==> src/design/ged_pkg.sv <==
// Shared constants and types of the guarded escape sequence detector.
`timescale 1ns / 1ps
`default_nettype none

package ged_pkg;

   // Number of channels, each with its own detector.
   localparam int CHANNELS = 4;

   // Field widths.
   localparam int MODE_W    = 2;
   localparam int CHAN_W    = 2;
   localparam int BYTE_W    = 8;
   localparam int STATE_W   = 3;
   localparam int COUNT_W   = 4;
   localparam int INDEX_W   = 2;
   localparam int MASK_W    = 4;
   localparam int CSR_IDX_W = 3;

   // Padded stream widths.
   localparam int REQ_DATA_W = 16;
   localparam int RSP_DATA_W = 8;

   // Item kinds carried in the request tuser.
   localparam logic [MODE_W-1:0] MODE_BYTE = 2'd0;
   localparam logic [MODE_W-1:0] MODE_TICK = 2'd1;
   localparam logic [MODE_W-1:0] MODE_ACK  = 2'd2;

   // Detector state codes.
   localparam logic [STATE_W-1:0] ST_IDLE     = 3'd0;
   localparam logic [STATE_W-1:0] ST_PAUSE    = 3'd1;
   localparam logic [STATE_W-1:0] ST_MATCHING = 3'd2;
   localparam logic [STATE_W-1:0] ST_MATCHED  = 3'd3;
   localparam logic [STATE_W-1:0] ST_ESCAPE   = 3'd4;

   // Register indexes.
   localparam logic [CSR_IDX_W-1:0] REG_CHANNEL_ENABLE = 3'd0;
   localparam logic [CSR_IDX_W-1:0] REG_GUARD_TICKS    = 3'd1;
   localparam logic [CSR_IDX_W-1:0] REG_ESCAPE_FIRST   = 3'd2;
   localparam logic [CSR_IDX_W-1:0] REG_ESCAPE_SECOND  = 3'd3;
   localparam logic [CSR_IDX_W-1:0] REG_ESCAPE_THIRD   = 3'd4;

   // Register reset values.
   localparam logic [MASK_W-1:0]  RST_CHANNEL_ENABLE = 4'd0;
   localparam logic [COUNT_W-1:0] RST_GUARD_TICKS    = 4'd10;
   localparam logic [BYTE_W-1:0]  RST_ESCAPE_FIRST   = 8'd97;
   localparam logic [BYTE_W-1:0]  RST_ESCAPE_SECOND  = 8'd98;
   localparam logic [BYTE_W-1:0]  RST_ESCAPE_THIRD   = 8'd99;

   // Per-channel detector context.
   typedef struct packed {
      logic [COUNT_W-1:0] silence;
      logic [STATE_W-1:0] state;
      logic [INDEX_W-1:0] index;
   } chan_type;

endpackage

`default_nettype wire

==> src/design/guarded_escape_sequence_detector_unit.sv <==
// Top level of the guarded escape sequence detector.
`timescale 1ns / 1ps
`default_nettype none

// Guarded escape sequence detector, one detector per channel.
//
// The request stream carries one item per transfer: a received byte, a
// tick for all channels, or an acknowledge. The kind travels in tuser and
// the channel number and byte in tdata. Every request gives exactly one
// response transfer holding the addressed channel's state after the item
// and the mask of channels that have detected an escape.
//
// All per-channel contexts live in flip-flops and are updated together in
// the cycle of the request transfer, so the response appears in the cycle
// after acceptance and, unless the receiver stalls, one item per cycle is
// sustained, set by the single response register.
//
// When the receiver stalls, the response is held and req_tready falls
// only while that held response is still waiting; once it is taken the
// next request may enter in the same cycle.
//
// Reset (synchronous, active high) returns every channel to idle with
// cleared counters and loads the register defaults. The configuration
// channel always accepts and must only be written while the block is idle.
module guarded_escape_sequence_detector_unit (
   input  wire  logic                              clock,
   input  wire  logic                              reset,
   // Request stream.
   input  wire  logic                              req_tvalid,
   output       logic                              req_tready,
   // [1:0] channel, [9:2] data_byte, [15:10] zero
   input  wire  logic [ged_pkg::REQ_DATA_W-1:0]    req_tdata,
   // [1:0] mode
   input  wire  logic [ged_pkg::MODE_W-1:0]        req_tuser,
   // Response stream.
   output       logic                              rsp_tvalid,
   input  wire  logic                              rsp_tready,
   // [2:0] channel_state, [6:3] escape_mask, [7] zero
   output       logic [ged_pkg::RSP_DATA_W-1:0]    rsp_tdata,
   // Configuration write channel.
   input  wire  logic                              csr_valid,
   output       logic                              csr_ready,
   input  wire  logic [ged_pkg::CSR_IDX_W-1:0]     csr_index,
   input  wire  logic [ged_pkg::BYTE_W-1:0]        csr_data
);
   import ged_pkg::*;

   // Configuration registers.
   logic [MASK_W-1:0]  channel_enable_ff;
   logic [COUNT_W-1:0] guard_ticks_ff;
   logic [BYTE_W-1:0]  escape_first_ff;
   logic [BYTE_W-1:0]  escape_second_ff;
   logic [BYTE_W-1:0]  escape_third_ff;

   // Channel contexts and their next values.
   chan_type chan_ff [CHANNELS];
   chan_type chan_in [CHANNELS];

   // Response register.
   logic               rsp_valid_ff;
   logic               rsp_valid_in;
   logic [STATE_W-1:0] rsp_state_ff;
   logic [STATE_W-1:0] rsp_state_in;
   logic [MASK_W-1:0]  rsp_mask_ff;
   logic [MASK_W-1:0]  rsp_mask_in;

   // Decoded request fields.
   logic [MODE_W-1:0]  req_mode;
   logic [CHAN_W-1:0]  req_channel;
   logic [BYTE_W-1:0]  req_byte;
   logic               req_accept;
   logic               chan_valid;

   assign req_mode    = req_tuser;
   assign req_channel = req_tdata[CHAN_W-1:0];
   assign req_byte    = req_tdata[CHAN_W+BYTE_W-1:CHAN_W];

   // The response register is free when empty or being emptied this cycle.
   assign req_tready = !rsp_valid_ff || rsp_tready;
   assign req_accept = req_tvalid && req_tready;

   // A channel number past the last detector addresses nothing.
   assign chan_valid = ({1'b0, req_channel} < (CHAN_W + 1)'(CHANNELS));

   // Next context of every channel for the current request.
   always_comb begin
      for (int c = 0; c < CHANNELS; c++) begin
         logic addressed;
         logic enabled;
         logic hit;
         addressed  = chan_valid && (req_channel == CHAN_W'(c));
         enabled    = channel_enable_ff[c];
         chan_in[c] = chan_ff[c];
         hit        = 1'b0;
         if (req_accept) begin
            if (req_mode == MODE_BYTE && addressed && enabled) begin
               // A byte always breaks the silence.
               chan_in[c].silence = '0;
               unique case (chan_ff[c].index)
                  2'd0:    hit = (req_byte == escape_first_ff);
                  2'd1:    hit = (req_byte == escape_second_ff);
                  2'd2:    hit = (req_byte == escape_third_ff);
                  default: hit = 1'b0;
               endcase
               if (chan_ff[c].state == ST_PAUSE && req_byte == escape_first_ff) begin
                  chan_in[c].index = INDEX_W'(1);
                  chan_in[c].state = ST_MATCHING;
               end else if (chan_ff[c].state == ST_MATCHING && hit) begin
                  if (chan_ff[c].index == INDEX_W'(2)) begin
                     chan_in[c].index = '0;
                     chan_in[c].state = ST_MATCHED;
                  end else begin
                     chan_in[c].index = chan_ff[c].index + INDEX_W'(1);
                  end
               end else begin
                  // Anything that does not continue the sequence starts over.
                  chan_in[c].index = '0;
                  chan_in[c].state = ST_IDLE;
               end
            end else if (req_mode == MODE_TICK && enabled) begin
               // The counter saturates at the guard time; from then on each
               // tick may take a pause transition.
               if (chan_ff[c].silence >= guard_ticks_ff) begin
                  if (chan_ff[c].state == ST_IDLE) begin
                     chan_in[c].state = ST_PAUSE;
                  end else if (chan_ff[c].state == ST_MATCHED) begin
                     chan_in[c].state = ST_ESCAPE;
                  end
               end else begin
                  chan_in[c].silence = chan_ff[c].silence + COUNT_W'(1);
               end
            end else if (req_mode == MODE_ACK && addressed) begin
               // Acknowledge works whether or not the channel is enabled.
               if (chan_ff[c].state == ST_ESCAPE) begin
                  chan_in[c].state = ST_IDLE;
               end
            end
         end
      end
   end

   // Response contents, taken from the updated contexts.
   always_comb begin
      rsp_state_in = ST_IDLE;
      rsp_mask_in  = '0;
      for (int c = 0; c < CHANNELS; c++) begin
         if (chan_valid && req_channel == CHAN_W'(c)) begin
            rsp_state_in = chan_in[c].state;
         end
         rsp_mask_in[c] = (chan_in[c].state == ST_ESCAPE);
      end
   end

   always_comb begin
      if (req_accept) begin
         rsp_valid_in = 1'b1;
      end else if (rsp_tready) begin
         rsp_valid_in = 1'b0;
      end else begin
         rsp_valid_in = rsp_valid_ff;
      end
   end

   always_ff @(posedge clock) begin
      if (reset) begin
         rsp_valid_ff <= 1'b0;
         for (int c = 0; c < CHANNELS; c++) begin
            chan_ff[c] <= '{silence: '0, state: ST_IDLE, index: '0};
         end
      end else begin
         rsp_valid_ff <= rsp_valid_in;
         for (int c = 0; c < CHANNELS; c++) begin
            chan_ff[c] <= chan_in[c];
         end
      end
   end

   always_ff @(posedge clock) begin
      if (req_accept) begin
         rsp_state_ff <= rsp_state_in;
         rsp_mask_ff  <= rsp_mask_in;
      end
   end

   // Configuration writes; indexes past the last register are dropped.
   assign csr_ready = 1'b1;

   always_ff @(posedge clock) begin
      if (reset) begin
         channel_enable_ff <= RST_CHANNEL_ENABLE;
         guard_ticks_ff    <= RST_GUARD_TICKS;
         escape_first_ff   <= RST_ESCAPE_FIRST;
         escape_second_ff  <= RST_ESCAPE_SECOND;
         escape_third_ff   <= RST_ESCAPE_THIRD;
      end else if (csr_valid && csr_ready) begin
         unique case (csr_index)
            REG_CHANNEL_ENABLE: channel_enable_ff <= csr_data[MASK_W-1:0];
            REG_GUARD_TICKS:    guard_ticks_ff    <= csr_data[COUNT_W-1:0];
            REG_ESCAPE_FIRST:   escape_first_ff   <= csr_data;
            REG_ESCAPE_SECOND:  escape_second_ff  <= csr_data;
            REG_ESCAPE_THIRD:   escape_third_ff   <= csr_data;
            default: ;
         endcase
      end
   end

   assign rsp_tvalid = rsp_valid_ff;
   assign rsp_tdata  = {1'b0, rsp_mask_ff, rsp_state_ff};

endmodule

`default_nettype wire

==> config.mk <==
export PLATFORM = sky130hd
export DESIGN_NAME = guarded_escape_sequence_detector_unit
export DESIGN_NICKNAME = d
export VERILOG_FILES = /design/src/design/ged_pkg.sv /design/src/design/guarded_escape_sequence_detector_unit.sv
export SDC_FILE = /design/constraint.sdc
export NUM_CORES = 1
export LEC_CHECK = 0
export BUFFER_PORTS_ARGS = -buffer_cell sky130_fd_sc_hd__clkbuf_2
export CORE_UTILIZATION = 37
export CTS_CLUSTER_DIAMETER = 40
export DETAILED_ROUTE_END_ITERATION = 10
export PLACE_DENSITY = 0.6
export SKIP_LAST_GASP = 1
export SYNTH_ARGS = -nofsm -noshare
export SYNTH_HDL_FRONTEND = slang
export SYNTH_SLANG_ARGS = --single-unit
==> constraint.sdc <==
create_clock -name clock -period 4.15 [get_ports clock]
set_clock_uncertainty 0.2 [all_clocks]
set_input_delay 0.83 -clock clock [delete_from_list [all_inputs] [get_ports clock]]
set_output_delay 0.83 -clock clock [all_outputs]
set_load 0.03 [all_outputs]
# Word level (Yosys, flattened, before mapping)
# Memory sizes are Yosys's and may differ from the RTL's.
# Index checks and enable logic that the tools add are counted.
# Widths: inputs -> output; s select.
[classes] addsub=8 n_lt_le_gt_ge=4 eq_ne=40 mux=85 n_bitwise=4 reduce_logical=44
[op_table] operator="$mux 3" count=32
[op_table] operator="$mux 9" count=8
[op_table] operator="$mux 5" count=8
[op_table] operator="$mux 4" count=8
[op_table] operator="$eq 3x2->1 const B" count=10
[op_table] operator="$mux 7" count=4
[op_table] operator="$eq 3x3->1 const B" count=9
[op_table] operator="$logic_and 1x1->1" count=25
[op_table] operator="$eq 8x8->1" count=3
[op_table] operator="$add 4x1->4 const B" count=4
[op_table] operator="$ge 4x4->1" count=4
[op_table] operator="$mux 2" count=8
[op_table] operator="$eq 3x1->1 const B" count=5
[op_table] operator="$logic_not 3->1" count=5
[op_table] operator="$eq 2x2->1 const B" count=7
[op_table] operator="$mux 1" count=13
[op_table] operator="$eq 2x1->1 const B" count=6
[op_table] operator="$logic_not 2->1" count=6
[op_table] operator="$pmux 1 s3" count=4
[op_table] operator="$reduce_and 2->1" count=5
[op_table] operator="$add 2x1->2 const B" count=4
[op_table] operator="$or 1x1->1" count=4
[op_table] operator="$reduce_bool 2->1" count=1
[op_table] operator="$logic_not 1->1" count=1
[op_table] operator="$logic_or 1x1->1" count=1
[totals] reg_bits=40 mem_bits_rw=36 inputBits=34 out_inout_bits=11 wordCells=194 n_memories=1
[mem_list] memory="chan_ff" depth=4 word_bits=9 read_ports=4 rd_ports_with_merged_regs=0 wr=4 line_no="guarded_escape_sequence_detector_unit.sv:56" rtl="chan_type chan_ff [CHANNELS];"

# Longest topological paths before layout
# Gate-level depths: netlist (run 1).
[depth] ltp_word=14 mapped_depth=9 depth_no_buf=9

# Least setup slack after synthesis (run 1)
# No wires, ideal clock.
[synth_timing] kind="input port to flip-flop" from="in rsp_tready" to="reg rsp_state_ff[2], data pin" setup_time_ns=0.259 arrival_time_ns=2.506 t_required_ns=3.691 slack_ns=1.186 path_stages=8 path_buffers=0 path_cell_list="nand2b_1 nand2_1 inv_1 nand3b_1 o41a_1 o21ai_0 o21ai_0 a2bb2oi_1"
[synth_via] elab_chain_cells=7 word_cells_on_any_way=10 classes_between="mux (8); reduce/logical (2)"
[synth_rtl] element="start, declared" line_no="guarded_escape_sequence_detector_unit.sv:37" rtl="input wire logic rsp_tready,"
[synth_rtl] element="$logic_or 1x1->1 (*)" line_no="guarded_escape_sequence_detector_unit.sv:79" rtl="assign req_tready = !rsp_valid_ff || rsp_tready;"
[synth_rtl] element="$logic_and 1x1->1 (*)" line_no="guarded_escape_sequence_detector_unit.sv:80" rtl="assign req_accept = req_tvalid && req_tready;"
[synth_rtl] element="net req_accept" line_no="guarded_escape_sequence_detector_unit.sv:71" rtl="logic req_accept;"
[synth_rtl] element="$mux 9" line_no="guarded_escape_sequence_detector_unit.sv:95" rtl="if (req_accept) begin"
[synth_rtl] element="$mux 3 (3 in a row)" line_no="guarded_escape_sequence_detector_unit.sv:147" rtl="if (chan_valid && req_channel == CHAN_W'(c)) begin"
[synth_rtl] element="$mux 3 (*)" line_no="guarded_escape_sequence_detector_unit.sv:147"
[synth_rtl] element="net rsp_state_in[2]" line_no="guarded_escape_sequence_detector_unit.sv:63" rtl="logic [STATE_W-1:0] rsp_state_in;"
[synth_rtl] element="end signal, assigned" line_no="guarded_escape_sequence_detector_unit.sv:180" rtl="rsp_state_ff <= rsp_state_in;"
[synth_rtl] element="end, declared" line_no="guarded_escape_sequence_detector_unit.sv:62" rtl="logic [STATE_W-1:0] rsp_state_ff;"
# The timed path passes the listed nets; every way through them passes the cells marked *.
# A chain may end at the register's enable or synchronous reset.

# Worst setup path after layout (run 1)
# Same ends and word-level chain as after synthesis.

==> results.md, run 1 <==
## Clocking
* **H-tree level count** 3
* **Max clock buf depth** 2
* **clock tree from TritonCTS** done
* **clock buffers created by TritonCTS** 9
* **number of sinks on the clock net** 76
* **CTS clk-pin slew, worst paths** 60 ps
* **Clock Latency Late Sink** 340 ps
* **post-CTS resize count** 0
* **cell at the root of the clock tree** sky130_fd_sc_hd__clkbuf_16
* **hold-fix buffer count after cts** 0
* **post-CTS setup buffer count** 0

## Logic synthesis
* **main flop type after synthesis** sky130_fd_sc_hd__dfxtp_1
* **number of enable flip-flop cells after synthesis** 7
* **cell with the most instances after synthesis** sky130_fd_sc_hd__nand2_1
* **number of nets in the synthesized netlist** 572
* **synthesized netlist cell count** 518
* **part of the Yosys area used for sequential elements** 37.5%
* **biggest area consumer among synthesized cells** sky130_fd_sc_hd__dfxtp_1
* **post-synth cell types** 64
* **most instantiated cells after synthesis** sky130_fd_sc_hd__nand2_1, sky130_fd_sc_hd__dfxtp_1, sky130_fd_sc_hd__nor2_1
* **leading cell types by total area after synthesis** sky130_fd_sc_hd__dfxtp_1, sky130_fd_sc_hd__nand2_1, sky130_fd_sc_hd__ha_1, sky130_fd_sc_hd__edfxtp_1, sky130_fd_sc_hd__xnor2_1
* **synthesized flop and latch total** 76
* **post-synth design cell area** 4240 µm²
* **share of the synthesized area in the top cell type** 32.6%
* **Yosys warning count** 0
* **Avg Cell Area, Syn** 8.19 µm²
* **share of flip-flops with an asynchronous set or reset after synthesis** 0%

## Global route
* **total grt overflow** 0
* **largest net degree at the start of global routing** 56
* **global-route wire length before repair** 17.3 mm
* **number of antenna violations at the first check in global routing** 0
* **number of global-route vias before repair** 3,602
* **GRT Util Overall** 19.1%

## Timing
* **accumulated negative setup slack** 0 ps
* **normalized max-slew margin** 58.7%
* **final worst path period share** 76.5%
* **final hold slack** 272 ps
* **RSZ-0062 raised after global routing** no
* **achievable frequency** 315 MHz
* **final critical path time including I/O delays and setup** 3170 ps
* **count of pins over their slew limit** 0
* **number of endpoints with negative hold slack in the final report** 0
* **pin slew with the least headroom to its limit** 620 ps
* **total setup violations reported at the end of the flow** 0

## Finish
* **post-layout instance area** 4840 µm²
* **end-of-flow core utilization** 44.0%
* **ratio of cells with drive above 1 in the final layout** 12.5%
* **Area Overhead vs Synth** 14.0%
* **# nets final** 602
* **Ant. Diodes** 0

## Routing
* **antenna-violating nets left** 0
* **Remaining DRCs** 0
* **average wire length per cell after detail routing** 15.5 µm
* **aggregate routed wire length** 10.7 mm
* **Detailed Route Iter0 Violations** 188
* **Via density** 5.41
* **total via count after detailed routing** 3,743
* **drt pass-1 iters** 5

## Floorplan
* **chip height** 109 µm
* **Core ar.** 11,000 µm²
* **Die Span X** 109 µm
* **Die ar.** 11,900 µm²
* **Std-Cell Rows** 38
* **# IOs** 45
* **starting density of the core** 38.6%

## Power
* **Power Density** 349 nW/µm²
* **maximum resistive drop on vdd** 0.000262 V
* **overall power consumption** 1.69 mW
* **Leak** 1.85 nW

## Hold path
* **hold crit path type** flip-flop to flip-flop

## Status
* **outcome** completed

## Placed design
* **RePlAce Congestion** 0.918
* **input/output buffers** 36
* **instance area after placement** 4530 µm²
* **post-DP HPWL** 8.05 mm

## Critical path
* **Critical Path AT** 3050 ps
* **largest fanout on the critical path** 12
* **nature of the critical path endpoint** flip-flop
* **critical path data required time** 4030 ps
* **R2R setup slack** 1240 ps
* **critical path start-end classification** primary input to flip-flop
* **kind of start point of the critical path** primary input

## Run
* **Max Cap Viol** 0

## through the flow
stage	setup WS (ps)	std cells
6_report	976	692
5_1_grt	734	692
3_5_place_dp	674	677
2_1_floorplan	1190	518
4_1_cts	1010	692
3_3_place_gp	699	677
## layout by cell type, fill, tap and decap left out, types with 4 or more instances in the layout
| cell | netlist | routed |
|---|---|---|
| sky130_fd_sc_hd__nand2_1 | 82 | 82 |
| sky130_fd_sc_hd__clkbuf_16 | 0 | 10 |
| sky130_fd_sc_hd__nor2_1 | 50 | 50 |
| sky130_fd_sc_hd__o21ai_0 | 7 | 7 |
| sky130_fd_sc_hd__edfxtp_1 | 7 | 7 |
| sky130_fd_sc_hd__a21o_1 | 4 | 4 |
| sky130_fd_sc_hd__clkbuf_2 | 0 | 36 |
| sky130_fd_sc_hd__nor4_1 | 6 | 6 |
| sky130_fd_sc_hd__nor3b_1 | 5 | 5 |
| sky130_fd_sc_hd__o31ai_1 | 4 | 4 |
| sky130_fd_sc_hd__inv_1 | 24 | 24 |
| sky130_fd_sc_hd__xnor2_1 | 24 | 24 |
| sky130_fd_sc_hd__a21oi_1 | 34 | 34 |
| sky130_fd_sc_hd__and3_1 | 6 | 6 |
| sky130_fd_sc_hd__mux2i_1 | 7 | 7 |
| sky130_fd_sc_hd__nor3_1 | 29 | 29 |
| sky130_fd_sc_hd__xor2_1 | 8 | 8 |
| sky130_fd_sc_hd__o21a_1 | 4 | 4 |
| sky130_fd_sc_hd__nand2b_1 | 9 | 9 |
| sky130_fd_sc_hd__or2_2 | 4 | 4 |
| sky130_fd_sc_hd__ha_1 | 20 | 20 |
| sky130_fd_sc_hd__nand3_1 | 16 | 16 |
| sky130_fd_sc_hd__nand4_1 | 12 | 12 |
| sky130_fd_sc_hd__dfxtp_1 | 69 | 69 |
| sky130_fd_sc_hd__o211ai_1 | 6 | 6 |
| sky130_fd_sc_hd__a32oi_1 | 4 | 4 |
## where the power goes
group / total [mW] / switching [mW] / internal (mW)
logic: 0.122 / 0.0803 / 0.0418
clock network: 0.807 / 0.308 / 0.499
registers: 0.761 / 0.00757 / 0.753
## area by class of cell
type / instances / area [µm²]
well taps: 140 / 175
repair buffers: 37 / 188
flip-flops and latches: 76 / 1590
clock buffers: 10 / 250
inverters: 24 / 90.1
clock inverters: 5 / 60.1
fillers: 1090 / 6150
multi-input cells: 400 / 2480
## layer usage
metal	GRT usage (%)	vias to the layer above	part of all wire, %
met5	0	-	0
met4	8.78	0	1.8
met3	4.24	13	5.0
met2	31.2	85	47
met1	23.9	1750	46
li1	-	1895	-
## logic make-up after synthesis
family / synth area share (%)
adders and majority gates: 5.90
xor gates and xnor gates: 6.61
and+or+nand+nor: 28.0
other: 0.177
muxes: 1.65
AOI/OAI and AO/OA: 16.2
buffers and inverters: 4.01
DFF: 37.5
## worst paths after layout
check,to,cells after the start,startpoint
max,rsp_state_ff[2]$_DFFE_PP_,9,rsp_tready
min,escape_first_ff[2]$_SDFFE_PP0P_,2,escape_first_ff[2]$_SDFFE_PP0P_
max reg2reg,rsp_state_ff[2]$_DFFE_PP_,8,rsp_tvalid$_SDFFE_PP0P_
min reg2reg,escape_first_ff[2]$_SDFFE_PP0P_,2,escape_first_ff[2]$_SDFFE_PP0P_
## state kept, by name, summed over array words and instances (netlist names)
name / flops
chan_ff: 36
escape_first_ff: 8
escape_second_ff: 8
escape_third_ff: 8
channel_enable_ff: 4
guard_ticks_ff: 4
rsp_mask_ff: 4
rsp_state_ff: 3
rsp_tvalid: 1
## worst max-delay path, cell delays in order
cell                        delay [ps]
sky130_fd_sc_hd__clkbuf_2           70
sky130_fd_sc_hd__nand2b_1          160
sky130_fd_sc_hd__nand2_1           290
sky130_fd_sc_hd__inv_1             440
sky130_fd_sc_hd__nand3b_1          270
sky130_fd_sc_hd__o41a_1            370
sky130_fd_sc_hd__o21ai_0           330
sky130_fd_sc_hd__o21ai_0           130
sky130_fd_sc_hd__a2bb2oi_1         160
Note: power is estimated with default switching activity, not from simulation.
==> inputs of run 2 (changes only) <==
Clock period 4.15 ns to 3 ns, I/O delays scaled along.
==> run 2 against run 1 <==
Critical path depth stayed put. Power is 37% higher. Sequential share of layout area is 0.69 points lower. Sequential power is 38% higher. Flip-flop and latch count stayed put. Clock-buffer cell count is 1 higher. First-iteration DRC count is 32% higher. Die area stayed put. Critical path type is now flip-flop to flip-flop. Highest routed layer unchanged.
==> results.md, run 2 (synthesized netlist as in run 1, its figures left out) <==
## Power
* **Power Density** 470 nW/µm²
* **maximum resistive drop on vdd** 0.000275 V
* **Leak** 1.92 nW

## Placed design
* **input/output buffers** 36
* **post-DP HPWL** 8.34 mm
* **RePlAce Congestion** 0.895
* **Setup Slack @ Placement** 114 ps
* **instance area after placement** 4650 µm²

## Floorplan
* **chip height** 109 µm
* **Core ar.** 11,000 µm²
* **Die ar.** 11,900 µm²
* **starting density of the core** 38.6%
* **Std-Cell Rows** 38
* **# IOs** 45
* **Die Span X** 109 µm

## Status
* **outcome** completed

## Critical path
* **critical path data required time** 2890 ps
* **critical path's largest stage delay** 500 ps
* **worst reg2reg path endpoint** rsp_state_ff[1]$_DFFE_PP_
* **Buffers & Inverters on Critical Path** 1
* **nature of the critical path endpoint** flip-flop
* **launch point of the worst path** chan_ff[2][5]$_SDFFE_PP0P_
* **critical path start-end classification** flip-flop to flip-flop
* **kind of start point of the critical path** flip-flop
* **slowest library cell on the worst path** sky130_fd_sc_hd__o21ai_0
* **largest fanout on the critical path** 5
* **launch point of the worst reg-to-reg path** chan_ff[2][5]$_SDFFE_PP0P_
* **CP Cell Sequence** inv_1 > ha_1 > nand2b_1 > a21oi_1 > o21ai_0 > or4b_1 > a21o_1 > o211ai_1 > o211ai_2
* **R2R setup slack** 170 ps
* **Worst path depth** 9
* **depth of the worst register-to-register path** 9
* **Setup crit end** rsp_state_ff[1]$_DFFE_PP_
* **gate family responsible for the most delay along the worst path** compound AO/OA/AOI/OAI gates
* **Critical Path AT** 2720 ps

## Clocking
* **Clock Latency Late Sink** 350 ps
* **hold-fix buffer count after cts** 0
* **CTS clk-pin slew, worst paths** 60 ps
* **H-tree level count** 3
* **post-CTS resize count** 0
* **Max clock buf depth** 2
* **post-CTS setup buffer count** 0
* **clock tree from TritonCTS** done
* **number of sinks on the clock net** 76
* **clock buffers created by TritonCTS** 9
* **cell at the root of the clock tree** sky130_fd_sc_hd__clkbuf_16

## Finish
* **area of the multi-input gates** 2480 µm²
* **most common library cell in the layout ignoring fill and taps** sky130_fd_sc_hd__nand2_1
* **Largest register FFs** 36
* **end-of-flow core utilization** 45.0%
* **register containing the most flip-flops in the final layout** chan_ff
* **FILL cells** 1,068
* **Area Overhead vs Synth** 16.4%
* **commonest cells after routing, fill and taps aside** sky130_fd_sc_hd__nand2_1, sky130_fd_sc_hd__dfxtp_1, sky130_fd_sc_hd__nor2_1
* **sequential cell area** 1590 µm²
* **# nets final** 618
* **Ant. Diodes** 0
* **post-layout instance area** 4940 µm²
* **ratio of cells with drive above 1 in the final layout** 14.8%

## Timing
* **final worst path period share** 94.4%
* **post-layout worst setup margin** 168 ps
* **count of pins over their slew limit** 0
* **total setup violations reported at the end of the flow** 0
* **final hold slack** 269 ps
* **normalized max-slew margin** 58.5%
* **pin slew with the least headroom to its limit** 623 ps
* **achievable frequency** 353 MHz
* **RSZ-0062 raised after global routing** no
* **number of endpoints with negative hold slack in the final report** 0
* **accumulated negative setup slack** 0 ps
* **final critical path time including I/O delays and setup** 2830 ps

## Routing
* **Via density** 5.45
* **average wire length per cell after detail routing** 15.5 µm
* **drt pass-1 iters** 4
* **total via count after detailed routing** 3,863
* **Detailed Route Iter0 Violations** 249
* **antenna-violating nets left** 0
* **Remaining DRCs** 0
* **aggregate routed wire length** 11.0 mm

## Global route
* **total grt overflow** 0
* **number of antenna violations at the first check in global routing** 0
* **global-route wire length before repair** 18.6 mm
* **number of global-route vias before repair** 3,754
* **largest net degree at the start of global routing** 55
* **GRT Util Overall** 20.5%

## Run
* **Max Cap Viol** 0

## Hold path
* **hold crit path type** flip-flop to flip-flop

## run 2: changes by cell type in the layout (fill, tap and decap cells not counted)
cell and delta:
sky130_fd_sc_hd__buf_4 +16, sky130_fd_sc_hd__clkinv_2 -1, sky130_fd_sc_hd__clkbuf_16 -1, sky130_fd_sc_hd__clkbuf_1 +2, sky130_fd_sc_hd__inv_4 +1
## run 2: how the worst min path moves through the flow
stage | start | to | slack (ps) | cells after the start
global route | escape_second_ff[2]$_SDFFE_PP0P_ | escape_second_ff[2]$_SDFFE_PP0P_ | 300 | 2
detailed placement | escape_third_ff[7]$_SDFFE_PP0P_ | escape_third_ff[7]$_SDFFE_PP0P_ | 260 | 2
CTS | escape_third_ff[4]$_SDFFE_PP0P_ | escape_third_ff[4]$_SDFFE_PP0P_ | 270 | 2
finish | escape_first_ff[7]$_SDFFE_PP0P_ | escape_first_ff[7]$_SDFFE_PP0P_ | 270 | 2
global placement | escape_third_ff[4]$_SDFFE_PP0P_ | escape_third_ff[4]$_SDFFE_PP0P_ | 250 | 2
floorplan | escape_first_ff[1]$_SDFFE_PP0P_ | escape_first_ff[1]$_SDFFE_PP0P_ | 250 | 2
## run 2: layer usage
metal	GRT usage (%)	part of all wire, %	vias to the layer above
li1	-	-	1938
met1	26.6	46	1817
met2	33.5	47	88
met3	4.12	4.7	20
met4	7.92	2.1	0
met5	0	0	-
## run 2: where the power goes
group / total (mW) / switching [mW] / leakage, nW / internal, mW
registers: 1.05 / 0.0106 / 0.629 / 1.04
logic: 0.179 / 0.114 / 1.15 / 0.0644
clock network: 1.09 / 0.441 / 0.140 / 0.648
total: 2.32 / 0.566 / 1.92 / 1.75
## run 2: metrics by stage
step	std cells	total power [mW]
floorplan	518	1.18
global placement	693	1.25
detailed placement	693	1.25
CTS	709	2.35
global route	709	2.41
finish	709	2.32
## run 2: cell type report
type | instances | area share (%)
clock inverter | 5 | 1.24
multi-input combinational | 400 | 50.2
sequential | 76 | 32.2
clock buffer | 11 | 4.71
tap | 140 | 3.55
inverter | 24 | 1.82
timing repair buffer | 53 | 6.23
## run 2: tightest hold or removal path: cells and delay by family, from the launching register on
| family | cells | cell delay (ps) |
|---|---|---|
| AOI/OAI and AO/OA | 1 | 50 |
| and+or+nand+nor | 1 | 50 |
| DFF | 1 | 320 |
==> inputs of run 3 (changes only) <==
Settings changed: CORE_UTILIZATION 37 to 59, PLACE_DENSITY 0.6 to 0.86.
==> run 3 against run 2 <==
The run now ends with DRC left. Sequential power barely moved. Largest cell class unchanged. Register-to-register slack improved by 120 ps. Critical endpoint is now rsp_mask_ff[2]$_DFFE_PP_. Via count rose by 4.5%. Largest power group is now registers.
==> results.md, run 3 (synthesized netlist as in run 1, its figures left out) <==
## Status
* **outcome** finished with violations
* **violations in the final reports** DRC

## Power
* **Power Density** 415 nW/µm²
* **maximum resistive drop on vdd** 0.000243 V
* **net switching power of the design** 552 µW
* **Leak** 1.84 nW
* **switching part of the total** 28.1%
* **logic gate share of total power** 9.1%
* **Clock power frac** 37.5%
* **Internal** 1.41 mW
* **Seq pwr share** 53.4%

## Clocking
* **Max clock buf depth** 2
* **Clock Latency Late Sink** 360 ps
* **number of sinks on the clock net** 76
* **H-tree level count** 3
* **post-CTS setup buffer count** 0
* **clock buffers created by TritonCTS** 9
* **cell at the root of the clock tree** sky130_fd_sc_hd__clkbuf_8
* **CTS clk-pin slew, worst paths** 90 ps
* **post-CTS resize count** 0
* **hold-fix buffer count after cts** 0
* **clock tree from TritonCTS** done

## Placed design
* **Setup Slack @ Placement** 174 ps
* **input/output buffers** 36
* **Placed Instances** 644
* **post-DP HPWL** 7.86 mm
* **RePlAce Congestion** 0.970

## Finish
* **Area Overhead vs Synth** 11.6%
* **FILL cells** 559
* **most common library cell in the layout ignoring fill and taps** sky130_fd_sc_hd__nand2_1
* **register containing the most flip-flops in the final layout** chan_ff
* **end-of-flow core utilization** 68.9%
* **ratio of cells with drive above 1 in the final layout** 14.4%
* **# nets final** 613
* **post-route insts no fill** 660
* **Ant. Diodes** 0
* **commonest cells after routing, fill and taps aside** sky130_fd_sc_hd__nand2_1, sky130_fd_sc_hd__dfxtp_1, sky130_fd_sc_hd__nor2_1
* **Largest register FFs** 36

## Hold path
* **hold crit path type** flip-flop to flip-flop

## Routing
* **drt pass-1 iters** 9
* **Via density** 6.12
* **aggregate routed wire length** 10.6 mm
* **total via count after detailed routing** 4,038
* **average wire length per cell after detail routing** 16.1 µm
* **Detailed Route Iter0 Violations** 285
* **Remaining DRCs** 1
* **antenna-violating nets left** 0

## Critical path
* **CP Cell Sequence** ha_1 > nand2b_1 > a21oi_1 > o21ai_0 > or4b_1 > a21o_1 > nor4_1
* **kind of start point of the critical path** flip-flop
* **critical path data required time** 2900 ps
* **largest fanout on the critical path** 5
* **worst reg2reg path endpoint** rsp_mask_ff[2]$_DFFE_PP_
* **depth of the worst register-to-register path** 7
* **nature of the critical path endpoint** flip-flop
* **Critical Path AT** 2610 ps
* **R2R setup slack** 280 ps
* **launch point of the worst reg-to-reg path** guard_ticks_ff[0]$_SDFFE_PP0P_
* **critical path's largest stage delay** 490 ps
* **critical path start-end classification** flip-flop to flip-flop
* **Setup crit end** rsp_mask_ff[2]$_DFFE_PP_
* **launch point of the worst path** guard_ticks_ff[0]$_SDFFE_PP0P_
* **slowest library cell on the worst path** sky130_fd_sc_hd__nor4_1

## Timing
* **accumulated negative setup slack** 0 ps
* **pin slew with the least headroom to its limit** 616 ps
* **final critical path time including I/O delays and setup** 2720 ps
* **post-layout worst setup margin** 284 ps
* **RSZ-0062 raised after global routing** no
* **achievable frequency** 368 MHz
* **number of endpoints with negative hold slack in the final report** 0
* **count of pins over their slew limit** 0
* **final hold slack** 275 ps
* **final worst path period share** 90.5%
* **normalized max-slew margin** 58.9%
* **total setup violations reported at the end of the flow** 0

## Floorplan
* **Core ar.** 6870 µm²
* **chip height** 86.8 µm
* **# IOs** 45
* **starting density of the core** 61.8%
* **Die Span X** 86.8 µm
* **Std-Cell Rows** 30
* **Die ar.** 7530 µm²

## Global route
* **number of antenna violations at the first check in global routing** 0
* **largest net degree at the start of global routing** 55
* **number of global-route vias before repair** 3,833
* **global-route wire length before repair** 17.6 mm
* **GRT Util Overall** 30.4%
* **total grt overflow** 0

## Run
* **Max Cap Viol** 0

[run 3: power by group through the flow]
stage	clock network [mW]	logic [mW]	registers (mW)
after floorplan	0	0.0984	1.08
after global placement	0	0.169	1.07
after detailed placement	0	0.174	1.07
after CTS	0.738	0.176	1.05
after global routing	0.783	0.194	1.05
final	0.737	0.178	1.05
[run 3: routing by layer]
metal	wire [µm]	global-route usage (%)	vias up	share of wire (%)
li1	-	-	1916	-
met3	742	5.24	41	7.0
met2	5100	50.0	179	48
met5	0	0	-	0
met1	4370	37.1	1902	41
met4	388	18.5	0	3.7
[run 3: final cells by class]
| class | instances | area, µm² | share of cell area (%) |
|---|---|---|---|
| Sequential cell | 76 | 1590 | 33.6 |
| Multi-Input combinational cell | 400 | 2480 | 52.4 |
| Timing Repair Buffer | 48 | 270 | 5.71 |
| Inverter | 24 | 90.1 | 1.90 |
| Clock inverter | 7 | 57.6 | 1.22 |
| Clock buffer | 9 | 124 | 2.62 |
| Tap cell | 96 | 120 | 2.54 |
[run 3: how the worst min path moves through the flow]
stage | slack [ps] | depth (start not counted) | endpoint | startpoint
3_5_place_dp | 260 | 2 | escape_third_ff[7]$_SDFFE_PP0P_ | escape_third_ff[7]$_SDFFE_PP0P_
2_1_floorplan | 250 | 2 | escape_first_ff[1]$_SDFFE_PP0P_ | escape_first_ff[1]$_SDFFE_PP0P_
6_report | 280 | 2 | escape_second_ff[0]$_SDFFE_PP0P_ | escape_second_ff[0]$_SDFFE_PP0P_
3_3_place_gp | 260 | 2 | escape_second_ff[0]$_SDFFE_PP0P_ | escape_second_ff[0]$_SDFFE_PP0P_
5_1_grt | 290 | 3 | escape_first_ff[6]$_SDFFE_PP1P_ | csr_data[6]
4_1_cts | 270 | 2 | escape_third_ff[7]$_SDFFE_PP0P_ | escape_third_ff[7]$_SDFFE_PP0P_
[run 3: metrics by stage]
stage | total power [mW] | cell area, µm²
CTS | 1.97 | 4730
global route | 2.03 | 4730
floorplan | 1.18 | 4240
global placement | 1.24 | 4550
finish | 1.97 | 4730
detailed placement | 1.25 | 4550
[run 3: critical path, delay by kind of cell, from the launching register on]
kind	cells	cell delay, ps
flops	1	400
compound gates	3	480
simple gates	3	1050
fa+ha+maj	1	310
